<file path="src/hdl/lspq_pkg.sv">
// Shared types, constants and helpers for the linear scan priority queue.
`default_nettype none

package lspq_pkg;

  // Store sizing
  localparam int unsigned CAPACITY = 64;
  localparam int unsigned ADDR_W   = $clog2(CAPACITY);
  localparam int unsigned CNT_W    = $clog2(CAPACITY + 1);
  localparam int unsigned COUNT_W  = 7;
  localparam logic [CNT_W-1:0] CAP_CNT = CNT_W'(CAPACITY);

  // Input request queue between front and back
  localparam int unsigned FQ_DEPTH = 2;
  localparam int unsigned FQ_PTR_W = 1;

  // Request type codes
  localparam logic REQ_ENQ = 1'b0;
  localparam logic REQ_DEQ = 1'b1;

  // Result status codes
  localparam logic [1:0] ST_ENQ = 2'd0;
  localparam logic [1:0] ST_DEQ = 2'd1;
  localparam logic [1:0] ST_OVF = 2'd2;
  localparam logic [1:0] ST_UNF = 2'd3;

  typedef enum logic {
    OP_ENQ,
    OP_DEQ
  } op_e;

  typedef struct packed {
    logic               req_type;
    logic signed [15:0] in_priority;
    logic signed [31:0] in_value;
  } req_t;

  typedef struct packed {
    logic [1:0]         status;
    logic signed [15:0] out_priority;
    logic signed [31:0] out_value;
    logic [COUNT_W-1:0] entry_count;
  } res_t;

  typedef struct packed {
    logic signed [15:0] prio;
    logic signed [31:0] val;
  } entry_t;

  localparam int unsigned ENTRY_W = $bits(entry_t);

  typedef struct packed {
    op_e    op;
    entry_t entry;
  } cmd_t;

  // Report the low bits of the entry count
  function automatic logic [COUNT_W-1:0] count_out(logic [CNT_W-1:0] c);
    logic [CNT_W+COUNT_W-1:0] w;
    w = {{COUNT_W{1'b0}}, c};
    return w[COUNT_W-1:0];
  endfunction

endpackage

`default_nettype wire

</file>
<file path="src/hdl/linear_scan_priority_queue.sv">
// Top level of the bounded min-priority queue with a linear scan store.
// Each result is held in the result register of the back end until it is popped.
// A dequeue scans the stored entries for the minimum and then shifts the entries above it down,
// walks set by the single read port of the entry RAM.
// Throughput: one enqueue per cycle while results are popped; a dequeue holds the back end until its shift ends.
// Reset clears the count and queues at once; the entry RAM is not cleared.
`default_nettype none

module linear_scan_priority_queue (
  input  wire logic           clk_i,
  input  wire logic           rst_ni,
  input  wire logic           push,
  output      logic           full,
  input  wire lspq_pkg::req_t req_i,
  output      logic           empty,
  input  wire logic           pop,
  output      lspq_pkg::res_t res_o
);

  logic           cmd_valid;
  logic           cmd_take;
  lspq_pkg::cmd_t cmd;

  lspq_front u_front (
    .clk_i       (clk_i),
    .rst_ni      (rst_ni),
    .push_i      (push),
    .full_o      (full),
    .req_i       (req_i),
    .cmd_valid_o (cmd_valid),
    .cmd_o       (cmd),
    .cmd_take_i  (cmd_take)
  );

  lspq_back u_back (
    .clk_i       (clk_i),
    .rst_ni      (rst_ni),
    .cmd_valid_i (cmd_valid),
    .cmd_i       (cmd),
    .cmd_take_o  (cmd_take),
    .empty_o     (empty),
    .res_o       (res_o),
    .pop_i       (pop)
  );

endmodule

`default_nettype wire

</file>
<file path="src/hdl/lspq_ram.sv">
// Generic simple dual-port RAM with one write port and a registered read port.
`default_nettype none

module lspq_ram #(
  parameter int unsigned WIDTH = 8,
  parameter int unsigned DEPTH = 16
) (
  input  wire logic                     clk_i,
  input  wire logic                     we_i,
  input  wire logic [$clog2(DEPTH)-1:0] waddr_i,
  input  wire logic [WIDTH-1:0]         wdata_i,
  input  wire logic [$clog2(DEPTH)-1:0] raddr_i,
  output      logic [WIDTH-1:0]         rdata_o
);

  logic [WIDTH-1:0] mem_q [DEPTH];

  // Write on enable, register every read
  always_ff @(posedge clk_i) begin
    if (we_i) begin
      mem_q[waddr_i] <= wdata_i;
    end
    rdata_o <= mem_q[raddr_i];
  end

endmodule

`default_nettype wire

</file>
<file path="src/hdl/lspq_front.sv">
// Front end: accepts requests, classifies them and queues them for the back end.
`default_nettype none

module lspq_front (
  input  wire logic          clk_i,
  input  wire logic          rst_ni,
  input  wire logic          push_i,
  output      logic          full_o,
  input  wire lspq_pkg::req_t req_i,
  output      logic          cmd_valid_o,
  output      lspq_pkg::cmd_t cmd_o,
  input  wire logic          cmd_take_i
);

  lspq_pkg::cmd_t                  fq_q [lspq_pkg::FQ_DEPTH];
  logic [lspq_pkg::FQ_PTR_W-1:0]   wr_ptr_q, rd_ptr_q;
  logic [lspq_pkg::FQ_PTR_W:0]     fill_q;
  logic                            push_acc;
  logic                            take_acc;
  lspq_pkg::cmd_t                  cmd_new;

  assign full_o      = (fill_q == (lspq_pkg::FQ_PTR_W + 1)'(lspq_pkg::FQ_DEPTH));
  assign cmd_valid_o = (fill_q != '0);
  assign cmd_o       = fq_q[rd_ptr_q];
  assign push_acc    = push_i && !full_o;
  assign take_acc    = cmd_take_i && cmd_valid_o;

  // Classify the incoming beat
  always_comb begin
    cmd_new.op          = (req_i.req_type == lspq_pkg::REQ_DEQ) ? lspq_pkg::OP_DEQ
                                                                : lspq_pkg::OP_ENQ;
    cmd_new.entry.prio  = req_i.in_priority;
    cmd_new.entry.val   = req_i.in_value;
  end

  // Hold queued commands
  always_ff @(posedge clk_i) begin
    if (push_acc) begin
      fq_q[wr_ptr_q] <= cmd_new;
    end
  end

  // Advance pointers and fill level
  always_ff @(posedge clk_i or negedge rst_ni) begin
    if (!rst_ni) begin
      wr_ptr_q <= '0;
      rd_ptr_q <= '0;
      fill_q   <= '0;
    end else begin
      if (push_acc) begin
        wr_ptr_q <= wr_ptr_q + lspq_pkg::FQ_PTR_W'(1);
      end
      if (take_acc) begin
        rd_ptr_q <= rd_ptr_q + lspq_pkg::FQ_PTR_W'(1);
      end
      if (push_acc && !take_acc) begin
        fill_q <= fill_q + (lspq_pkg::FQ_PTR_W + 1)'(1);
      end else if (take_acc && !push_acc) begin
        fill_q <= fill_q - (lspq_pkg::FQ_PTR_W + 1)'(1);
      end
    end
  end

endmodule

`default_nettype wire

</file>
<file path="src/hdl/lspq_back.sv">
// Back end: executes queued commands on the entry store and holds the result.
`default_nettype none

module lspq_back (
  input  wire logic           clk_i,
  input  wire logic           rst_ni,
  input  wire logic           cmd_valid_i,
  input  wire lspq_pkg::cmd_t cmd_i,
  output      logic           cmd_take_o,
  output      logic           empty_o,
  output      lspq_pkg::res_t res_o,
  input  wire logic           pop_i
);

  typedef enum logic [1:0] {
    S_IDLE,
    S_SCAN,
    S_SHIFT
  } state_e;

  state_e                          state_q, state_d;
  logic [lspq_pkg::CNT_W-1:0]      cnt_q, cnt_d;
  logic [lspq_pkg::ADDR_W-1:0]     idx_q, idx_d;
  logic [lspq_pkg::ADDR_W-1:0]     best_idx_q, best_idx_d;
  lspq_pkg::entry_t                best_q, best_d;
  lspq_pkg::res_t                  res_q, res_d;
  logic                            res_valid_q, res_valid_d;
  logic                            res_load;

  logic                            ram_we;
  logic [lspq_pkg::ADDR_W-1:0]     ram_waddr, ram_raddr;
  logic [lspq_pkg::ENTRY_W-1:0]    ram_wdata, ram_rdata;
  lspq_pkg::entry_t                rd_entry;

  logic                            res_free;
  logic                            idx_last;
  logic [lspq_pkg::ADDR_W-1:0]     idx_inc;
  logic                            take_new;
  lspq_pkg::entry_t                best_n;
  logic [lspq_pkg::ADDR_W-1:0]     best_idx_n;

  lspq_ram #(
    .WIDTH (lspq_pkg::ENTRY_W),
    .DEPTH (lspq_pkg::CAPACITY)
  ) u_store (
    .clk_i   (clk_i),
    .we_i    (ram_we),
    .waddr_i (ram_waddr),
    .wdata_i (ram_wdata),
    .raddr_i (ram_raddr),
    .rdata_o (ram_rdata)
  );

  assign rd_entry   = lspq_pkg::entry_t'(ram_rdata);
  assign empty_o    = !res_valid_q;
  assign res_o      = res_q;
  assign res_free   = !res_valid_q || pop_i;
  assign cmd_take_o = (state_q == S_IDLE) && cmd_valid_i && res_free;
  assign idx_last   = (lspq_pkg::CNT_W'(idx_q) == (cnt_q - lspq_pkg::CNT_W'(1)));
  assign idx_inc    = idx_q + lspq_pkg::ADDR_W'(1);

  // Keep the earliest strict minimum seen so far
  assign take_new   = (idx_q == '0) || (rd_entry.prio < best_q.prio);
  assign best_n     = take_new ? rd_entry : best_q;
  assign best_idx_n = take_new ? idx_q : best_idx_q;

  // Sequence enqueue, scan and shift
  always_comb begin
    state_d    = state_q;
    cnt_d      = cnt_q;
    idx_d      = idx_q;
    best_d     = best_q;
    best_idx_d = best_idx_q;
    res_d      = res_q;
    res_load   = 1'b0;
    ram_we     = 1'b0;
    ram_waddr  = idx_q;
    ram_wdata  = ram_rdata;
    ram_raddr  = idx_inc;

    case (state_q)
      S_IDLE: begin
        if (cmd_take_o) begin
          res_d.out_priority = '0;
          res_d.out_value    = '0;
          res_d.entry_count  = lspq_pkg::count_out(cnt_q);
          if (cmd_i.op == lspq_pkg::OP_ENQ) begin
            res_load = 1'b1;
            if (cnt_q == lspq_pkg::CAP_CNT) begin
              res_d.status = lspq_pkg::ST_OVF;
            end else begin
              ram_we            = 1'b1;
              ram_waddr         = lspq_pkg::ADDR_W'(cnt_q);
              ram_wdata         = cmd_i.entry;
              cnt_d             = cnt_q + lspq_pkg::CNT_W'(1);
              res_d.status      = lspq_pkg::ST_ENQ;
              res_d.entry_count = lspq_pkg::count_out(cnt_q + lspq_pkg::CNT_W'(1));
            end
          end else if (cnt_q == '0) begin
            res_load     = 1'b1;
            res_d.status = lspq_pkg::ST_UNF;
          end else begin
            ram_raddr = '0;
            idx_d     = '0;
            state_d   = S_SCAN;
          end
        end
      end
      S_SCAN: begin
        best_d     = best_n;
        best_idx_d = best_idx_n;
        if (idx_last) begin
          idx_d     = best_idx_n;
          ram_raddr = best_idx_n + lspq_pkg::ADDR_W'(1);
          state_d   = S_SHIFT;
        end else begin
          idx_d     = idx_inc;
          ram_raddr = idx_inc;
        end
      end
      S_SHIFT: begin
        if (idx_last) begin
          cnt_d              = cnt_q - lspq_pkg::CNT_W'(1);
          res_load           = 1'b1;
          res_d.status       = lspq_pkg::ST_DEQ;
          res_d.out_priority = best_q.prio;
          res_d.out_value    = best_q.val;
          res_d.entry_count  = lspq_pkg::count_out(cnt_q - lspq_pkg::CNT_W'(1));
          state_d            = S_IDLE;
        end else begin
          // Move the next entry down one place
          ram_we    = 1'b1;
          ram_waddr = idx_q;
          ram_wdata = ram_rdata;
          idx_d     = idx_inc;
          ram_raddr = idx_q + lspq_pkg::ADDR_W'(2);
        end
      end
      default: begin
        state_d = S_IDLE;
      end
    endcase
  end

  // Load a result or drop it once popped
  always_comb begin
    res_valid_d = res_valid_q;
    if (res_load) begin
      res_valid_d = 1'b1;
    end else if (pop_i && res_valid_q) begin
      res_valid_d = 1'b0;
    end
  end

  // Hold state and the result register
  always_ff @(posedge clk_i or negedge rst_ni) begin
    if (!rst_ni) begin
      state_q     <= S_IDLE;
      cnt_q       <= '0;
      idx_q       <= '0;
      best_idx_q  <= '0;
      best_q      <= '0;
      res_q       <= '0;
      res_valid_q <= 1'b0;
    end else begin
      state_q     <= state_d;
      cnt_q       <= cnt_d;
      idx_q       <= idx_d;
      best_idx_q  <= best_idx_d;
      best_q      <= best_d;
      res_q       <= res_d;
      res_valid_q <= res_valid_d;
    end
  end

  a_cnt_bound: assert property (@(posedge clk_i) disable iff (!rst_ni)
    cnt_q <= lspq_pkg::CAP_CNT)
    else $error("entry count above capacity");

  a_walk_in_range: assert property (@(posedge clk_i) disable iff (!rst_ni)
    (state_q == S_SCAN || state_q == S_SHIFT) |-> (lspq_pkg::CNT_W'(idx_q) < cnt_q))
    else $error("scan or shift index beyond stored entries");

  a_res_slot_free: assert property (@(posedge clk_i) disable iff (!rst_ni)
    res_load |-> (!res_valid_q || pop_i))
    else $error("result overwritten before pop");

  a_deq_count: assert property (@(posedge clk_i) disable iff (!rst_ni)
    (state_q == S_SHIFT && idx_last) |=> (cnt_q == $past(cnt_q) - lspq_pkg::CNT_W'(1)))
    else $error("dequeue did not drop exactly one entry");

endmodule

`default_nettype wire
</file>
<file path="config.mk">
export PLATFORM = sky130hd
export DESIGN_NAME = linear_scan_priority_queue
export DESIGN_NICKNAME = d
export VERILOG_FILES = /design/src/hdl/lspq_pkg.sv /design/src/hdl/linear_scan_priority_queue.sv /design/src/hdl/lspq_ram.sv /design/src/hdl/lspq_front.sv /design/src/hdl/lspq_back.sv
export SDC_FILE = /design/constraint.sdc
export NUM_CORES = 2
export LEC_CHECK = 0
export BUFFER_PORTS_ARGS = -buffer_cell sky130_fd_sc_hd__buf_2
export CAP_MARGIN = 10
export CORE_MARGIN = 8
export CORE_UTILIZATION = 60
export DETAILED_ROUTE_END_ITERATION = 10
export GPL_ROUTABILITY_DRIVEN = 0
export PLACE_DENSITY = 0.76
export SKIP_LAST_GASP = 1
export SYNTH_ARGS = -nofsm -noshare
export SYNTH_HDL_FRONTEND = slang
export SYNTH_HIERARCHICAL = 1
export SYNTH_SLANG_ARGS = --single-unit
</file>
<file path="constraint.sdc">
create_clock -name clk_i -period 8.9 [get_ports clk_i]
set_input_delay 0.445 -clock clk_i [delete_from_list [all_inputs] [get_ports clk_i]]
set_output_delay 0.445 -clock clk_i [all_outputs]
set_load 0.01 [all_outputs]
</file>
==> metrics.txt <==
CTS Sinks=3,342; wire per inst=38.2 um; Routed Antenna Nets=0; number of synthesized flops with an enable pin=3,170; io pins=112; Reg2Reg Setup Slack=1.37 ns; Critical Path RT=9.62 ns; Post-Route WL=351,000 um; fmax=133 MHz; Synth-to-Final Area Change=12.4%; status=completed; Max transition margin=0.121; commonest non-fill, non-tap cell in the layout=edfxtp_1; Hold Crit Class=in -> async; worst skew pair latency=0.95 ns; clock-pin transition on the worst setup and hold timing paths=0.06 ns; largest net degree at the start of global routing=111; startpoint types=flop; # H-tree levels=5; Post-Synthesis Cells=5,758; WP data arrival=8.25 ns; Vias per Instance=7.18; Clock Tree Root=clkbuf_16; Detail Placement HPWL=193,000 um; Die H=478 um; initial antenna violation count=12; DR vias=66,100; PostCTS Resize Cnt=0; Final min period=7.53 ns; Least-Margin Pin Slew=1.31 ns; CP Max Fanout=31; syn avg cell area=22.2 sq um; top cell type's share of synthesized area=0.745; Detailed Routing Iterations Pass 1=6; DRC=0; number of global-route vias before repair=66,100; setup_tns=0 ns; core footprint=212,000 sq um; final setup fails=0; FFs w/ async S/R, synth=0.0371; sequential fraction of the synthesis area=0.776; die width=478 um; row count=169; TritonCTS clock tree=done; skew final=0.0516 ns; GRT Total Usage=0.303; CTS Buf Count=328; Tcrit/Tclk final=0.846; Starting Density=0.603; final hold vios=0; Area contributors post-synth=edfxtp_1 74%, mux4_2 13%, dfrtp_1 2.4%, mux2_2 1.0%, a22o_1 0.75%; Post-CTS Setup Repair Bufs=0; Leakage=45.9 nW; die area=228,000 sq um; max-slew violation count=0; synthesized flop and latch total=3,342; CP Class=reg -> reg; cell accounting for the most synthesized area=edfxtp_1; source of the worst register-to-register timing path=u_back/u_store/rdata_o[38]; DR iter-0 viols=10,400; Core Util, Final=0.678; max cap viols=0; placed inst area=133,000 sq um; Synth Cell Area=128,000 sq um; PwrDens=389 nW/um^2; global route overflow=0; CP endpoint kind=flop; RSZ-0062 raised after global routing=false; # nets final=6,211; Max Root-Sink Buffers=4; YS warnings=6; ys flop type=edfxtp_1; worst r2r path cells=16; reg2reg end=u_back/u_store/rdata_o[33]; worst-case vdd ir drop=0.000402 V; Synth Net Count=5,837; first-pass GRT wire length=494,000 um; share of cells above drive strength 1=0.281; hold bufs inserted after CTS=52; PortBufs=111; Finished Cell Area=144,000 sq um; post-synth cell types=77; most frequent cells in the layout=3,170 x edfxtp_1, 754 x mux4_2, 333 x clkbuf_16
-- cell type report --
class                   count  area, sq um
fillers                 12400        68200
repair buffers            377         3300
diodes                      7         17.5
flip-flops and latches   3342        99300
clock buffers             424         8800
well taps                2821         3530
clock inverters           152         1340
inverters                  32          120
multi-input cells        2051        27300
-- flip-flops by register name, indices dropped and copies added (netlist names), named ones only --
signal / flops
u_front/fill_q: 2
u_back/u_store/rdata_o: 48
u_back/u_store/mem_q: 3072
u_back/res_o: 50
u_back/idx_q: 6
u_back/state_q: 2
u_back/best_q: 48
u_front/rd_ptr_q: 1
u_back/res_valid_q: 1
u_front/wr_ptr_q: 1
u_front/fq_q: 98
u_back/best_idx_q: 6
-- power by group --
part	total (mW)	switching [mW]	internal, mW
combinational	20.6	12.1	8.46
clock	13.3	5.69	7.64
sequential	21.9	0.588	21.3
total	55.8	18.4	37.4
-- cell usage after synthesis (76+ instances only) --
library cell	instances
a21oi_1	93
clkbuf_1	124
mux2_2	114
a22oi_1	76
dfrtp_1	124
edfxtp_1	3170
o22ai_1	125
a22o_1	110
mux4_2	754
nor2_1	153
buf_2	107
nand2_1	96
a221oi_1	83
-- per-layer routing --
metal	routed length (um)	GRT usage	share of wire	vias to the layer above
met5	103	0	0.00029	-
met4	21000	0.141	0.060	14
met3	48300	0.0801	0.14	1057
met2	164000	0.473	0.47	5504
met1	118000	0.406	0.34	34300
li1	-	-	-	25200
-- cell families after synthesis --
family,count (synthesis),synth area share
and+or+nand+nor,383,0.0141
AOI/OAI and AO/OA,633,0.0362
adders and majority gates,26,0.00254
buffers and inverters,365,0.0152
muxes,985,0.154
xor gates and xnor gates,24,0.00164
DFF,3342,0.776
-- worst max-delay path by stage --
stage,start,to,slack [ns]
6_report,u_back/u_store/rdata_o[38],u_back/u_store/rdata_o[33],1.37
5_1_grt,u_back/u_store/rdata_o[38],u_back/u_store/rdata_o[33],1.20
4_1_cts,u_back/u_store/rdata_o[39],u_back/u_store/rdata_o[33],1.48
3_5_place_dp,u_back/u_store/rdata_o[39],u_back/u_store/rdata_o[33],1.59
3_3_place_gp,u_back/u_store/rdata_o[39],u_back/u_store/rdata_o[33],1.53
2_1_floorplan,flop,u_back/u_store/mem_q[49][0],2.47
-- through the flow --
step,hold slack [ns],std cells,worst slack [ns],total power [mW]
floorplan,0.149,5758,2.47,36.4
global route,0.0786,9201,1.20,57.5
CTS,0.0251,9192,1.48,55.8
detailed placement,0.459,8564,1.59,42.4
global placement,0.457,8561,1.53,41.9
finish,0.0710,9206,1.37,55.8
-- worst max-delay path: stages (launching register included) --
cell and delay (ns):
dfxtp_1 0.59, ha_1 0.33, a21o_1 0.19, a221o_1 0.36, a2111oi_0 0.59, nand3_1 0.27
a21oi_1 0.31, mux2_2 0.39, ha_1 0.28, a31oi_1 0.11, o21ai_4 0.65, buf_4 0.59
buf_4 0.49, and2_1 0.67, a22oi_1 0.20, a31o_2 0.29, a211oi_1 0.93
No activity file was read; power rests on OpenSTA's default activity.
